[src/rtl/irpfr_pkg.sv]
// Package for the IR preamble frame receiver.
// Holds constants, codes and the classified transaction type shared by all modules.
// No dependencies.
`timescale 1ns / 1ps
`default_nettype none

package irpfr_pkg;

    localparam int WORD_BITS = 8;
    localparam int BITPOS_W  = $clog2(WORD_BITS + 1);
    localparam int DUR_W     = 16;
    localparam int HOLD_W    = 5;
    localparam int CFG_IDX_W = 3;
    localparam int CFG_DATA_W = 16;
    localparam int QUEUE_DEPTH = 2;
    localparam int QCNT_W    = $clog2(QUEUE_DEPTH + 1);

    typedef logic [WORD_BITS-1:0] word_t;

    // event kinds
    localparam logic [1:0] EV_RISE = 2'd0;
    localparam logic [1:0] EV_FALL = 2'd1;
    localparam logic [1:0] EV_TICK = 2'd2;
    localparam logic [1:0] EV_NONE = 2'd3;

    // frame status codes
    localparam logic [1:0] ST_NONE = 2'd0;
    localparam logic [1:0] ST_OK   = 2'd1;
    localparam logic [1:0] ST_FAIL = 2'd2;

    // configuration register indexes
    localparam logic [CFG_IDX_W-1:0] CFG_INTERFRAME_MIN  = 3'd0;
    localparam logic [CFG_IDX_W-1:0] CFG_PULSE_MIN       = 3'd1;
    localparam logic [CFG_IDX_W-1:0] CFG_PULSE_MAX       = 3'd2;
    localparam logic [CFG_IDX_W-1:0] CFG_GAP_MIN         = 3'd3;
    localparam logic [CFG_IDX_W-1:0] CFG_GAP_MAX         = 3'd4;
    localparam logic [CFG_IDX_W-1:0] CFG_ACTIVE_HIGH     = 3'd5;
    localparam logic [CFG_IDX_W-1:0] CFG_LED_HOLD_RESETS = 3'd6;

    // classified transaction passed from front to back
    typedef struct packed {
        logic [1:0] kind;
        logic       start_ok;
        logic       pulse_ok;
        logic       gap_ok;
        logic       one;
    } irpfr_event_t;

endpackage

`default_nettype wire

[src/rtl/irpfr_if.sv]
// Channel interfaces of the IR preamble frame receiver: event input and result output.
// Valid/ready handshake; no dependencies.
`timescale 1ns / 1ps
`default_nettype none

interface irpfr_in_if;
    logic        valid;
    logic        ready;
    logic [1:0]  req_type;
    logic [15:0] duration;
    logic        line_level;

    modport source (output valid, output req_type, output duration, output line_level,
                    input ready);
    modport sink (input valid, input req_type, input duration, input line_level,
                  output ready);
endinterface

interface irpfr_out_if;
    logic       valid;
    logic       ready;
    logic [1:0] frame_status;
    logic [7:0] beamer_id;
    logic [7:0] angle_code;
    logic       led_on;

    modport source (output valid, output frame_status, output beamer_id,
                    output angle_code, output led_on, input ready);
    modport sink (input valid, input frame_status, input beamer_id,
                  input angle_code, input led_on, output ready);
endinterface

`default_nettype wire

[src/rtl/irpfr_front.sv]
// Front end: configuration registers and event classification against the windows.
// Depends on irpfr_pkg.
`timescale 1ns / 1ps
`default_nettype none

module irpfr_front (
    input  wire logic                              clk,
    input  wire logic                              rst_n,
    input  wire logic                              cfg_we,
    input  wire logic [irpfr_pkg::CFG_IDX_W-1:0]   cfg_index,
    input  wire logic [irpfr_pkg::CFG_DATA_W-1:0]  cfg_data,
    input  wire logic [1:0]                        req_type,
    input  wire logic [irpfr_pkg::DUR_W-1:0]       duration,
    input  wire logic                              line_level,
    output irpfr_pkg::irpfr_event_t                ev,
    output logic [irpfr_pkg::HOLD_W-1:0]           led_hold
);
    import irpfr_pkg::*;

    logic [DUR_W-1:0]  interframe_min_reg;
    logic [DUR_W-1:0]  pulse_min_reg;
    logic [DUR_W-1:0]  pulse_max_reg;
    logic [DUR_W-1:0]  gap_min_reg;
    logic [DUR_W-1:0]  gap_max_reg;
    logic              active_high_reg;
    logic [HOLD_W-1:0] led_hold_reg;

    always_ff @(posedge clk or negedge rst_n)
    begin
        if (!rst_n)
        begin
            interframe_min_reg <= '0;
            pulse_min_reg      <= '0;
            pulse_max_reg      <= '1;
            gap_min_reg        <= '0;
            gap_max_reg        <= '1;
            active_high_reg    <= 1'b1;
            led_hold_reg       <= HOLD_W'(5);
        end
        else if (cfg_we)
        begin
            case (cfg_index)
                CFG_INTERFRAME_MIN:  interframe_min_reg <= cfg_data[DUR_W-1:0];
                CFG_PULSE_MIN:       pulse_min_reg      <= cfg_data[DUR_W-1:0];
                CFG_PULSE_MAX:       pulse_max_reg      <= cfg_data[DUR_W-1:0];
                CFG_GAP_MIN:         gap_min_reg        <= cfg_data[DUR_W-1:0];
                CFG_GAP_MAX:         gap_max_reg        <= cfg_data[DUR_W-1:0];
                CFG_ACTIVE_HIGH:     active_high_reg    <= cfg_data[0];
                CFG_LED_HOLD_RESETS: led_hold_reg       <= cfg_data[HOLD_W-1:0];
                default: ;
            endcase
        end
    end

    always_comb
    begin
        ev.kind     = req_type;
        ev.start_ok = duration > interframe_min_reg;
        ev.pulse_ok = (duration > pulse_min_reg) && (duration < pulse_max_reg);
        ev.gap_ok   = (duration > gap_min_reg) && (duration < gap_max_reg);
        ev.one      = line_level == active_high_reg;
    end

    assign led_hold = led_hold_reg;

endmodule

`default_nettype wire

[src/rtl/irpfr_queue.sv]
// Two-entry queue of classified events between front and back.
// Depends on irpfr_pkg.
`timescale 1ns / 1ps
`default_nettype none

module irpfr_queue (
    input  wire logic                    clk,
    input  wire logic                    rst_n,
    input  wire logic                    push,
    input  wire irpfr_pkg::irpfr_event_t push_data,
    input  wire logic                    pop,
    output irpfr_pkg::irpfr_event_t      head,
    output logic                         not_empty,
    output logic                         full
);
    import irpfr_pkg::*;

    localparam int PTR_W = (QUEUE_DEPTH > 1) ? $clog2(QUEUE_DEPTH) : 1;

    irpfr_event_t      entry_reg [QUEUE_DEPTH];
    logic [PTR_W-1:0]  wr_ptr_reg, wr_ptr_next;
    logic [PTR_W-1:0]  rd_ptr_reg, rd_ptr_next;
    logic [QCNT_W-1:0] count_reg, count_next;

    function automatic logic [PTR_W-1:0] ptr_inc(input logic [PTR_W-1:0] p);
        ptr_inc = (p == PTR_W'(QUEUE_DEPTH - 1)) ? '0 : p + PTR_W'(1);
    endfunction

    always_comb
    begin
        wr_ptr_next = push ? ptr_inc(wr_ptr_reg) : wr_ptr_reg;
        rd_ptr_next = pop ? ptr_inc(rd_ptr_reg) : rd_ptr_reg;
        count_next  = count_reg;
        if (push && !pop)
            count_next = count_reg + QCNT_W'(1);
        else if (!push && pop)
            count_next = count_reg - QCNT_W'(1);
    end

    always_ff @(posedge clk or negedge rst_n)
    begin
        if (!rst_n)
        begin
            wr_ptr_reg <= '0;
            rd_ptr_reg <= '0;
            count_reg  <= '0;
        end
        else
        begin
            wr_ptr_reg <= wr_ptr_next;
            rd_ptr_reg <= rd_ptr_next;
            count_reg  <= count_next;
        end
    end

    always_ff @(posedge clk)
    begin
        if (push)
            entry_reg[wr_ptr_reg] <= push_data;
    end

    assign head      = entry_reg[rd_ptr_reg];
    assign not_empty = count_reg != '0;
    assign full      = count_reg == QCNT_W'(QUEUE_DEPTH);

    a_count_bound: assert property (@(posedge clk) disable iff (!rst_n)
        count_reg <= QCNT_W'(QUEUE_DEPTH))
        else $error("queue count above depth");
    a_no_overflow: assert property (@(posedge clk) disable iff (!rst_n)
        full |-> !push || pop)
        else $error("push into full queue");
    a_no_underflow: assert property (@(posedge clk) disable iff (!rst_n)
        !not_empty |-> !pop)
        else $error("pop from empty queue");

endmodule

`default_nettype wire

[src/rtl/irpfr_back.sv]
// Back end: packet sequencer, word assembly, inverse check, LED logic, result register.
// Depends on irpfr_pkg.
`timescale 1ns / 1ps
`default_nettype none

module irpfr_back (
    input  wire logic                          clk,
    input  wire logic                          rst_n,
    input  wire irpfr_pkg::irpfr_event_t       ev,
    input  wire logic                          ev_valid,
    output logic                               ev_pop,
    input  wire logic [irpfr_pkg::HOLD_W-1:0]  led_hold,
    output logic                               out_valid,
    input  wire logic                          out_ready,
    output logic [1:0]                         frame_status,
    output logic [7:0]                         beamer_id,
    output logic [7:0]                         angle_code,
    output logic                               led_on
);
    import irpfr_pkg::*;

    localparam logic [1:0] PH_WAIT  = 2'd0;
    localparam logic [1:0] PH_PRE   = 2'd1;
    localparam logic [1:0] PH_DATA  = 2'd2;
    localparam logic [1:0] PH_TRAIL = 2'd3;

    localparam logic [2:0] SS_PULSE1 = 3'd0;
    localparam logic [2:0] SS_GAP1   = 3'd1;
    localparam logic [2:0] SS_PULSE2 = 3'd2;
    localparam logic [2:0] SS_GAP2   = 3'd3;
    localparam logic [2:0] SS_TSTART = 3'd4;

    localparam word_t WORD_MSB = word_t'(1) << (WORD_BITS - 1);

    logic [1:0]          phase_reg, phase_next;
    logic [2:0]          sub_reg, sub_next;
    logic [1:0]          widx_reg, widx_next;
    logic [BITPOS_W-1:0] bitpos_reg, bitpos_next;
    word_t               word0_reg, word0_next;
    word_t               word1_reg, word1_next;
    word_t               word2_reg, word2_next;
    logic [HOLD_W-1:0]   rcount_reg, rcount_next;
    logic                led_reg, led_next;

    logic                out_valid_reg;
    logic [1:0]          status_reg, status_next;
    logic [7:0]          id_reg, id_next;
    logic [7:0]          ang_reg, ang_next;

    logic                do_reset;
    logic                success;
    logic [HOLD_W-1:0]   cnt_base;
    logic                led_base;
    logic [HOLD_W:0]     cnt_inc;
    word_t               set_mask;
    logic [BITPOS_W-1:0] bitpos_inc;

    assign ev_pop   = ev_valid && (!out_valid_reg || out_ready);
    assign set_mask = ev.one ? (WORD_MSB >> bitpos_reg) : '0;
    assign bitpos_inc = bitpos_reg + BITPOS_W'(1);

    always_comb
    begin
        phase_next  = phase_reg;
        sub_next    = sub_reg;
        widx_next   = widx_reg;
        bitpos_next = bitpos_reg;
        word0_next  = word0_reg;
        word1_next  = word1_reg;
        word2_next  = word2_reg;
        rcount_next = rcount_reg;
        led_next    = led_reg;
        status_next = ST_NONE;
        id_next     = '0;
        ang_next    = '0;
        do_reset    = 1'b0;
        success     = 1'b0;
        cnt_base    = rcount_reg;
        led_base    = led_reg;
        cnt_inc     = '0;

        if (ev.kind != EV_NONE)
        begin
            case (phase_reg)
                PH_WAIT:
                begin
                    if (ev.kind == EV_RISE && ev.start_ok)
                    begin
                        phase_next = PH_PRE;
                        sub_next   = SS_PULSE1;
                    end
                end
                PH_PRE:
                begin
                    case (sub_reg)
                        SS_PULSE1, SS_PULSE2:
                        begin
                            if (ev.kind == EV_FALL && ev.pulse_ok)
                                sub_next = (sub_reg == SS_PULSE1) ? SS_GAP1 : SS_GAP2;
                            else
                                do_reset = 1'b1;
                        end
                        SS_GAP1:
                        begin
                            if (ev.kind == EV_RISE && ev.gap_ok)
                                sub_next = SS_PULSE2;
                            else
                                do_reset = 1'b1;
                        end
                        SS_GAP2:
                        begin
                            if (ev.kind == EV_TICK)
                            begin
                                sub_next    = SS_PULSE1;
                                phase_next  = PH_DATA;
                                widx_next   = '0;
                                word0_next  = '0;
                                word1_next  = '0;
                                word2_next  = '0;
                                bitpos_next = '0;
                            end
                        end
                        default: do_reset = 1'b1;
                    endcase
                end
                PH_DATA:
                begin
                    if (ev.kind == EV_TICK)
                    begin
                        if (widx_reg == 2'd3)
                            do_reset = 1'b1;
                        else if (bitpos_reg < BITPOS_W'(WORD_BITS))
                        begin
                            case (widx_reg)
                                2'd0:    word0_next = word0_reg | set_mask;
                                2'd1:    word1_next = word1_reg | set_mask;
                                default: word2_next = word2_reg | set_mask;
                            endcase
                            bitpos_next = bitpos_inc;
                            if (widx_reg == 2'd2 && bitpos_inc == BITPOS_W'(WORD_BITS))
                            begin
                                bitpos_next = '0;
                                phase_next  = PH_TRAIL;
                                sub_next    = SS_TSTART;
                            end
                        end
                        else
                        begin
                            widx_next   = widx_reg + 2'd1;
                            bitpos_next = '0;
                        end
                    end
                end
                default:
                begin
                    case (sub_reg)
                        SS_TSTART:
                        begin
                            if (ev.kind == EV_TICK)
                                sub_next = SS_GAP1;
                        end
                        SS_GAP1:
                        begin
                            if (ev.kind == EV_RISE && ev.gap_ok)
                                sub_next = SS_PULSE1;
                        end
                        SS_PULSE1:
                        begin
                            if (ev.kind == EV_FALL && ev.pulse_ok)
                            begin
                                if (word1_reg == ~word2_reg)
                                begin
                                    success     = 1'b1;
                                    status_next = ST_OK;
                                    id_next     = 8'(word0_reg);
                                    ang_next    = 8'(word1_reg);
                                end
                                else
                                    status_next = ST_FAIL;
                            end
                            do_reset = 1'b1;
                        end
                        default: do_reset = 1'b1;
                    endcase
                end
            endcase
        end

        if (do_reset)
        begin
            cnt_base   = success ? '0 : rcount_reg;
            led_base   = success ? 1'b1 : led_reg;
            cnt_inc    = {1'b0, cnt_base} + (HOLD_W+1)'(1);
            led_next   = led_base;
            if (cnt_inc > {1'b0, led_hold})
            begin
                cnt_inc  = {1'b0, led_hold} + (HOLD_W+1)'(1);
                led_next = 1'b0;
            end
            if (cnt_inc > (HOLD_W+1)'(31))
                cnt_inc = (HOLD_W+1)'(31);
            rcount_next = cnt_inc[HOLD_W-1:0];
            phase_next  = PH_WAIT;
            widx_next   = '0;
        end
    end

    always_ff @(posedge clk or negedge rst_n)
    begin
        if (!rst_n)
        begin
            phase_reg     <= PH_WAIT;
            sub_reg       <= SS_PULSE1;
            widx_reg      <= '0;
            bitpos_reg    <= '0;
            word0_reg     <= '0;
            word1_reg     <= '0;
            word2_reg     <= '0;
            rcount_reg    <= '0;
            led_reg       <= 1'b0;
            out_valid_reg <= 1'b0;
        end
        else
        begin
            if (ev_pop)
            begin
                phase_reg     <= phase_next;
                sub_reg       <= sub_next;
                widx_reg      <= widx_next;
                bitpos_reg    <= bitpos_next;
                word0_reg     <= word0_next;
                word1_reg     <= word1_next;
                word2_reg     <= word2_next;
                rcount_reg    <= rcount_next;
                led_reg       <= led_next;
                out_valid_reg <= 1'b1;
            end
            else if (out_ready)
                out_valid_reg <= 1'b0;
        end
    end

    always_ff @(posedge clk)
    begin
        if (ev_pop)
        begin
            status_reg <= status_next;
            id_reg     <= id_next;
            ang_reg    <= ang_next;
        end
    end

    assign out_valid    = out_valid_reg;
    assign frame_status = status_reg;
    assign beamer_id    = id_reg;
    assign angle_code   = ang_reg;
    assign led_on       = led_reg;

    a_led_rise_on_ok: assert property (@(posedge clk) disable iff (!rst_n)
        $rose(led_reg) |-> out_valid_reg && status_reg == ST_OK)
        else $error("LED turned on without an accepted frame");
    a_status_ends_packet: assert property (@(posedge clk) disable iff (!rst_n)
        out_valid_reg && status_reg != ST_NONE |-> phase_reg == PH_WAIT)
        else $error("frame result without sequence restart");
    a_words_zero_unless_ok: assert property (@(posedge clk) disable iff (!rst_n)
        out_valid_reg && status_reg != ST_OK |-> id_reg == '0 && ang_reg == '0)
        else $error("words shown without accepted frame");

endmodule

`default_nettype wire

[src/rtl/ir_preamble_frame_receiver_unit.sv]
// Top level of the IR preamble frame receiver.
// Depends on irpfr_pkg, irpfr_if, irpfr_front, irpfr_queue, irpfr_back.
//
// channel   dir  handshake      payload
// in_ch     in   valid/ready    req_type, duration, line_level
// out_ch    out  valid/ready    frame_status, beamer_id, angle_code, led_on
// cfg       in   cfg_we         cfg_index, cfg_data
//
// One result per event; one event per cycle sustained while out_ch.ready is high.
// An event is queued, then its result registered; the back-end sequencer sets the rate.
// A two-entry queue parts front and back; in_ch.ready drops only when it is full.
// A result waits in the output register while later events queue up.
// Reset is asynchronous, active low, and sets control and config state; no clearing pass.
`timescale 1ns / 1ps
`default_nettype none

module ir_preamble_frame_receiver_unit (
    input  wire logic                              clk,
    input  wire logic                              rst_n,
    input  wire logic                              cfg_we,
    input  wire logic [irpfr_pkg::CFG_IDX_W-1:0]   cfg_index,
    input  wire logic [irpfr_pkg::CFG_DATA_W-1:0]  cfg_data,
    irpfr_in_if.sink                               in_ch,
    irpfr_out_if.source                            out_ch
);
    import irpfr_pkg::*;

    irpfr_event_t      front_ev;
    irpfr_event_t      queue_head;
    logic [HOLD_W-1:0] led_hold;
    logic              q_full;
    logic              q_not_empty;
    logic              q_pop;
    logic              q_push;

    assign in_ch.ready = !q_full;
    assign q_push      = in_ch.valid && !q_full;

    irpfr_front u_front (
        .clk        (clk),
        .rst_n      (rst_n),
        .cfg_we     (cfg_we),
        .cfg_index  (cfg_index),
        .cfg_data   (cfg_data),
        .req_type   (in_ch.req_type),
        .duration   (in_ch.duration),
        .line_level (in_ch.line_level),
        .ev         (front_ev),
        .led_hold   (led_hold)
    );

    irpfr_queue u_queue (
        .clk       (clk),
        .rst_n     (rst_n),
        .push      (q_push),
        .push_data (front_ev),
        .pop       (q_pop),
        .head      (queue_head),
        .not_empty (q_not_empty),
        .full      (q_full)
    );

    irpfr_back u_back (
        .clk          (clk),
        .rst_n        (rst_n),
        .ev           (queue_head),
        .ev_valid     (q_not_empty),
        .ev_pop       (q_pop),
        .led_hold     (led_hold),
        .out_valid    (out_ch.valid),
        .out_ready    (out_ch.ready),
        .frame_status (out_ch.frame_status),
        .beamer_id    (out_ch.beamer_id),
        .angle_code   (out_ch.angle_code),
        .led_on       (out_ch.led_on)
    );

endmodule

`default_nettype wire
[src/flat_wrapper.sv]
// flat-port wrapper written by rule: the top's interface ports become plain ports
module ir_preamble_frame_receiver_unit_flat import irpfr_pkg::*;
  (clk, rst_n, cfg_we, cfg_index, cfg_data, in_ch_valid, in_ch_req_type, in_ch_duration, in_ch_line_level, in_ch_ready, out_ch_valid, out_ch_frame_status, out_ch_beamer_id, out_ch_angle_code, out_ch_led_on, out_ch_ready);
  irpfr_in_if in_ch_i ();
  irpfr_out_if out_ch_i ();
  input  wire logic clk;
  input  wire logic rst_n;
  input  wire logic cfg_we;
  input  wire logic [irpfr_pkg::CFG_IDX_W-1:0] cfg_index;
  input  wire logic [irpfr_pkg::CFG_DATA_W-1:0] cfg_data;
  input wire logic [$bits(in_ch_i.valid)-1:0] in_ch_valid;
  input wire logic [$bits(in_ch_i.req_type)-1:0] in_ch_req_type;
  input wire logic [$bits(in_ch_i.duration)-1:0] in_ch_duration;
  input wire logic [$bits(in_ch_i.line_level)-1:0] in_ch_line_level;
  output wire logic [$bits(in_ch_i.ready)-1:0] in_ch_ready;
  output wire logic [$bits(out_ch_i.valid)-1:0] out_ch_valid;
  output wire logic [$bits(out_ch_i.frame_status)-1:0] out_ch_frame_status;
  output wire logic [$bits(out_ch_i.beamer_id)-1:0] out_ch_beamer_id;
  output wire logic [$bits(out_ch_i.angle_code)-1:0] out_ch_angle_code;
  output wire logic [$bits(out_ch_i.led_on)-1:0] out_ch_led_on;
  input wire logic [$bits(out_ch_i.ready)-1:0] out_ch_ready;
  assign in_ch_i.valid = in_ch_valid;
  assign in_ch_i.req_type = in_ch_req_type;
  assign in_ch_i.duration = in_ch_duration;
  assign in_ch_i.line_level = in_ch_line_level;
  assign in_ch_ready = in_ch_i.ready;
  assign out_ch_valid = out_ch_i.valid;
  assign out_ch_frame_status = out_ch_i.frame_status;
  assign out_ch_beamer_id = out_ch_i.beamer_id;
  assign out_ch_angle_code = out_ch_i.angle_code;
  assign out_ch_led_on = out_ch_i.led_on;
  assign out_ch_i.ready = out_ch_ready;
  ir_preamble_frame_receiver_unit u_core (.clk(clk), .rst_n(rst_n), .cfg_we(cfg_we), .cfg_index(cfg_index), .cfg_data(cfg_data), .in_ch(in_ch_i), .out_ch(out_ch_i));
endmodule
[config.mk]
export PLATFORM = sky130hd
export DESIGN_NAME = ir_preamble_frame_receiver_unit_flat
export DESIGN_NICKNAME = d
export VERILOG_FILES = /design/src/rtl/irpfr_pkg.sv /design/src/rtl/irpfr_if.sv /design/src/rtl/irpfr_front.sv /design/src/rtl/irpfr_queue.sv /design/src/rtl/irpfr_back.sv /design/src/rtl/ir_preamble_frame_receiver_unit.sv /design/src/flat_wrapper.sv
export SDC_FILE = /design/constraint.sdc
export NUM_CORES = 1
export LEC_CHECK = 0
export ABC_AREA = 1
export BUFFER_PORTS_ARGS = -buffer_cell sky130_fd_sc_hd__buf_2
export CORE_AREA = 2 2 113 196
export CTS_BUF_LIST = sky130_fd_sc_hd__clkbuf_16
export CTS_CLUSTER_DIAMETER = 50
export DETAILED_ROUTE_END_ITERATION = 10
export DIE_AREA = 0 0 115 198
export SETUP_SLACK_MARGIN = 0.1
export SYNTH_ARGS = -nofsm -noshare
export SYNTH_HDL_FRONTEND = slang
export SYNTH_SLANG_ARGS = --single-unit
[constraint.sdc]
create_clock -name clk -period 4 [get_ports clk]
set_clock_uncertainty 0.1 [all_clocks]
set_input_delay 0.2 -clock clk [delete_from_list [all_inputs] [get_ports clk]]
set_output_delay 0.2 -clock clk [all_outputs]
set_load 0.02 [all_outputs]
======== After elaboration in Yosys (flattened, before gate mapping) ========
Memories as Yosys holds them, arrays and structs flattened.
Index checks and enable logic that the tools add are counted.
storage, ports and cells
  flip-flop bits (word level) ............. 150
  RAM bits ................................ 12
  memories ................................ 1
cells by class
  add/sub/neg operators ................... 8
  $lt $le $gt $ge ......................... 8
  equality and inequality tests ........... 46
  shifts and indexed selects .............. 1
  muxes and demuxes ....................... 85
  bitwise gates (word level) .............. 8
  reduce and logical (&&, ||, !) cells .... 51
memory list
  memory                    words  bits a word  rd ports  clocked after Yosys merged registers in  wr ports  line               RTL
  u_core.u_queue.entry_reg  2      6            1         0                                        1         irpfr_queue.sv:20  irpfr_event_t entry_reg [QUEUE_DEPTH];
operators with widths
  cell                                                                    number
  8-bit 2-to-1 mux                                                        15
  16-bit > comparator                                                     3
  8-bit case mux with 2 select lines                                      3
  2-bit 2-to-1 mux                                                        20
  16-bit less-than comparator                                             2
  3-bit 2-to-1 mux                                                        10
  3-bit inequality test (second input constant)                           10
  9-bit AND reduction                                                     3
  4-bit 2-to-1 mux                                                        6
  8-bit bitwise OR                                                        3
  1-bit 2-to-1 mux                                                        19
  3-bit case mux with 3 select lines                                      2
  2-bit inequality test (second input constant)                           8
  2-bit AND reduction                                                     8
  14-bit AND reduction                                                    1
  5-bit by 1-bit adder with 6-bit output (second input constant)          2
  3-bit by 2-bit equality test with 1-bit output (second input constant)  4
  3-bit equality test (second input constant)                             4
  6-bit 2-to-1 mux                                                        2
  2-bit nonzero test                                                      6
  2-bit equality test (second input constant)                             5
  1-bit logical AND                                                       10
  5-bit 2-to-1 mux                                                        2
  10-bit AND reduction                                                    1
  38 further kinds                                                        58

======== Depth between registers and ports, before layout ========
  depth in word-level cells ............... 14
  mapped depth ............................ 28

======== Modules after synthesis ========
Synthesis repeated with hierarchy kept, for this count alone.
second synthesis, totals
  cells, all modules ...................... 1,138
  area, all modules ....................... 9,608.0 um2
by module, submodules not included
  module                           instances  cells each  area an instance (um2)  sequential area each (um2)
  irpfr_front                      1          641         5,397.7                 2,195.9
  irpfr_back                       1          450         3,528.4                 1,591.5
  irpfr_queue                      1          44          668.1                   460.4
  ir_preamble_frame_receiver_unit  1          3           13.8                    0.0

======== Least setup slack after synthesis ========
No wires, ideal clock.
  path kind ............................... reg-to-reg
  start ................................... reg u_core.u_queue.rd_ptr_reg
  end ..................................... reg u_core.u_back.rcount_reg[4]
  data arrival time ....................... 2,802 ps
  data required time ...................... 3,785 ps
  slack ................................... 983 ps
  cell stages (with the launch flop) ...... 23
  path buffers ............................ 2
  period minus slack after synthesis ...... 3,017 ps
  cell sequence ........................... dfrtp_1 > buf_6 > nand2_1 > nand2_2 > nand4_1 > nor2_1 > nand2_1 > buf_2 > nand2_1 > inv_1 > ha_1 > inv_1 > o311ai_0 > nand2_1 > ha_1 > nand2_1 > nor3_1 > a21oi_1 > o21bai_1 > nand2_1 > nand2_1 > nor2_1 > nor2_1
between the ends
  word-level cells in the longest chain between the ends .. 14
RTL lines
  item                                            line                                 RTL
  start, declared                                 irpfr_queue.sv:22                    logic [PTR_W-1:0] rd_ptr_reg, rd_ptr_next;
  start signal, assigned                          irpfr_queue.sv:51                    rd_ptr_reg <= rd_ptr_next;
  memory 2 x 6 bit (*)                            n/a
  2-bit by 1-bit equality test with 1-bit output  irpfr_back.sv:98, irpfr_back.sv:169
  1-bit logical AND                               irpfr_back.sv:98, irpfr_back.sv:169
  1-bit 2-to-1 mux                                irpfr_back.sv:169                    if (ev.kind == EV_FALL && ev.pulse_ok)
  1-bit 2-to-1 mux                                irpfr_back.sv:156                    case (sub_reg)
  1-bit 2-to-1 mux                                irpfr_back.sv:84                     case (phase_reg)
  1-bit 2-to-1 mux                                irpfr_back.sv:82                     if (ev.kind != EV_NONE)
  5-bit 2-to-1 mux                                irpfr_back.sv:191                    cnt_base = success ? '0 : rcount_reg;
  5-bit by 1-bit adder with 6-bit output          irpfr_back.sv:193                    cnt_inc = {1'b0, cnt_base} + (HOLD_W+1)'(1);
  6-bit by 5-bit > comparator with 1-bit output   irpfr_back.sv:195                    if (cnt_inc > {1'b0, led_hold})
  6-bit 2-to-1 mux                                irpfr_back.sv:195
  6-bit 2-to-1 mux                                irpfr_back.sv:189                    if (do_reset)
  6-bit by 5-bit > comparator with 1-bit output   irpfr_back.sv:200                    if (cnt_inc > (HOLD_W+1)'(31))
  5-bit 2-to-1 mux                                irpfr_back.sv:200
  end signal, assigned                            irpfr_back.sv:234                    rcount_reg <= rcount_next;
  end, declared                                   irpfr_back.sv:42                     logic [HOLD_W-1:0] rcount_reg, rcount_next;
Every way passes the cells marked *; elsewhere a longest branch is shown, timed or not. The select of a mux whose other input is x is not followed.
A chain may end at the register's enable or synchronous reset.

======== Worst setup path in the final report ========
  start ................................... reg u_core.u_queue.rd_ptr_reg
  end ..................................... reg u_core.u_back.rcount_reg[2]
Same word-level chain as after synthesis.

==> flow_summary.ini <==
[sta]
setup-tns-final_ns = 0
holdWs_ns = 0.005400
rsz0062_at_grt = false
finalHoldViolations = 0
fmax_mhz = 288.1
period_share_pct = 86.79
relSlewSlack_pct = 26.32
worstMarginPinSlew_ns = 1.103
slew_viol_final = 0
period_needed_ns = 3.471
setup_viol = 0

[worst_setup_path]
r2r-end = u_core.u_back.rcount_reg[2]
critical_path_class = register to register
cp_max_fo = 9
required_ns = 4.27
cp.arrival_ns = 3.74
start_kind = register
cp-end-kind = register
reg2reg_setup_slack_ns = 0.53
worst_r2r_path_depth = 25
reg2reg_from = u_core.u_queue.rd_ptr_reg

[route]
vias_per_cell = 5.035
vias = 7442
drt-total-wl_mm = 22.76
ant_nets = 0
wire_per_inst_um = 15.40
drc_errors = 0
detail_route.first_pass.iterations = 4
drt_iter0_drc = 306

[cts]
cts_root_buffer = clkbuf_16
cts_buffers = 17
ctsLongestPathBuffers = 2
htreeDepth = 4
clkTransAtPathRegs_ns = 0.06
insertion_delay_ns = 0.43
post_cts_buffers = 0
clock-sinks = 162
cts_tree = done

[finish]
fin_util_pct = 50.04
num-nets-final = 1354
drive_above_1_share_pct = 12.67
area_growth_pct = 13.97
stdcell_count = 1478
final_common_cell = nand2_1
num-fill-cells = 2103
layout_common_cells = 276 x nand2_1, 200 x inv_1, 108 x o21ai_0, 101 x ha_1, 96 x dfrtp_1
n_antenna_cell = 0

[synthesis]
synthCells = 1131
synth_seq_cells = 162
synth_top_cell_by_area = dfrtp_1
ys_types = 49
syn_area_per_cell_um2 = 8.276
synth-warning-count = 0
netlist_area_um2 = 9360
yosysSeqAreaShare_pct = 45.38
syn_nets = 1275
synth.area.top_cells = dfrtp_1 26%, ha_1 14%, nand2_1 11%
yosysTopAreaCellShare_pct = 25.93

[die]
core_um2 = 21320
initial_core_util_pct = 43.90
die_h_um = 198
rows = 71
die_w_um = 115
ios = 64
dieArea_um2 = 22770

[place]
dp_hpwl_mm = 17.35
globalplace.congestion = 0.8922
port_buffers = 63
dp_cells = 1433

[power]
irDropWorstVdd_v = 0.0003459
leakage_nw = 5.315
finalPower_mw = 6.653
powerDensity_nw_per_um2 = 623.6

[global_route]
grt_pass1_vias = 7663
grt_max_degree = 103
grt_usage_pct = 21.28
gr-total-overflow = 0
grt_pass1_wl_mm = 37.27
antenna_found_initial = 1

[outcome]
status = complete, no violations

[worst_hold_path]
holdPathStages = 3
min_from = cfg_data[13]
whs_endpoint = u_core.u_front.gap_max_reg[13]
hold_class = input pin to register

[flow_run]
drv_cap = 0
stage by stage:
stage,area (um^2),setup slack (ns)
after CTS,10660,0.3251
final,10670,0.5286
after global placement,9946,0.4981
after floorplan,9360,0.9828
after detailed placement,9946,0.3579
after global routing,10670,0.1913
worst max-delay path, cell delays in order (launching register included):
cell	delay (ns)
dfrtp_2	0.49
inv_6	0.11
nand2_2	0.07
nand2_2	0.09
nand3_1	0.14
nor2_1	0.20
nand2_1	0.09
nor2_1	0.23
nor2_1	0.07
ha_1	0.23
inv_1	0.07
o21ai_0	0.09
nand2_1	0.07
inv_1	0.05
ha_1	0.26
nand2_1	0.08
inv_1	0.04
o21ai_0	0.08
nand2_1	0.07
nand2_1	0.06
a21oi_1	0.08
nor2_1	0.29
nand2_1	0.15
nand3_1	0.11
nand2_1	0.05
nand2_1	0.05
Yosys cell counts, drive strengths merged:
library cell,instances
dfrtp,97
nand3b,1
dfstp,35
xnor2,2
inv,202
a22o,1
mux2i,1
o31ai,2
a32oi,1
buf,7
and3,1
o22a,1
nand3,25
clkbuf,15
o211ai,7
a21boi,2
o21bai,2
nor3,12
o22ai,3
xor2,5
o21ai,108
nand4,16
nor4,2
nor2,88
a211oi,2
a31oi,1
o221a,1
a221oi,1
nand2,283
o311ai,1
a22oi,1
o21a,1
edfxtp,30
o2111ai,1
ha,101
or2,1
a21oi,71
report_power, final:
part / switching [mW] / total (mW) / leakage [nW] / internal (mW)
registers: 0.282 / 2.52 / 1.91 / 2.24
clock network: 0.702 / 1.63 / 0.269 / 0.924
logic: 1.65 / 2.51 / 3.14 / 0.860
total: 2.63 / 6.65 / 5.31 / 4.02
area by class of cell:
| cell class | instances | area (um^2) | area share [%] |
|---|---|---|---|
| Timing Repair Buffer | 82 | 496.7 | 4.656 |
| Multi-Input combinational cell | 745 | 4255 | 39.89 |
| Inverter | 202 | 763.2 | 7.155 |
| Sequential cell | 162 | 4249 | 39.83 |
| Clock buffer | 17 | 425.4 | 3.988 |
| Tap cell | 255 | 319.1 | 2.991 |
| Clock inverter | 15 | 158.9 | 1.490 |
per-layer routing:
metal	vias to the layer above	GRT usage [%]	share of wire, %
met5	-	0	0.048
met4	2	10.53	4.4
met3	56	3.520	2.5
met2	126	42.35	58
met1	3465	20.21	35
li1	3793	-	-
worst max-delay path by stage:
stage | startpoint | endpoint | slack [ns] | cells after the start
6_report | u_core.u_queue.rd_ptr_reg | u_core.u_back.rcount_reg[2] | 0.53 | 25
3_3_place_gp | u_core.u_queue.rd_ptr_reg | u_core.u_back.rcount_reg[4] | 0.50 | 24
3_5_place_dp | u_core.u_queue.rd_ptr_reg | u_core.u_back.rcount_reg[4] | 0.36 | 24
4_1_cts | u_core.u_queue.rd_ptr_reg | u_core.u_back.rcount_reg[4] | 0.33 | 24
5_1_grt | u_core.u_queue.rd_ptr_reg | u_core.u_back.rcount_reg[4] | 0.19 | 25
2_1_floorplan | u_core.u_queue.rd_ptr_reg | u_core.u_back.rcount_reg[4] | 0.98 | 22
logic make-up (layout without fill, tap and decap cells):
group | Yosys count | in the layout | share of synthesized area (%)
simple gates | 429 | 429 | 18.97
mux | 1 | 1 | 0.1069
buf+inv | 224 | 316 | 9.223
compound gates | 207 | 207 | 12.16
flops | 162 | 162 | 45.38
xor+xnor | 7 | 7 | 0.6550
fa+ha+maj | 101 | 101 | 13.50
timing repair:
action | 4_1_cts | 5_1_grt
endpoints found under the setup margin | 0 | 5
hold endpoints to repair | 99 | 0
hold buffers | 13 | 0
resized for setup | 0 | 3
Power figures use the tool's default switching activity.
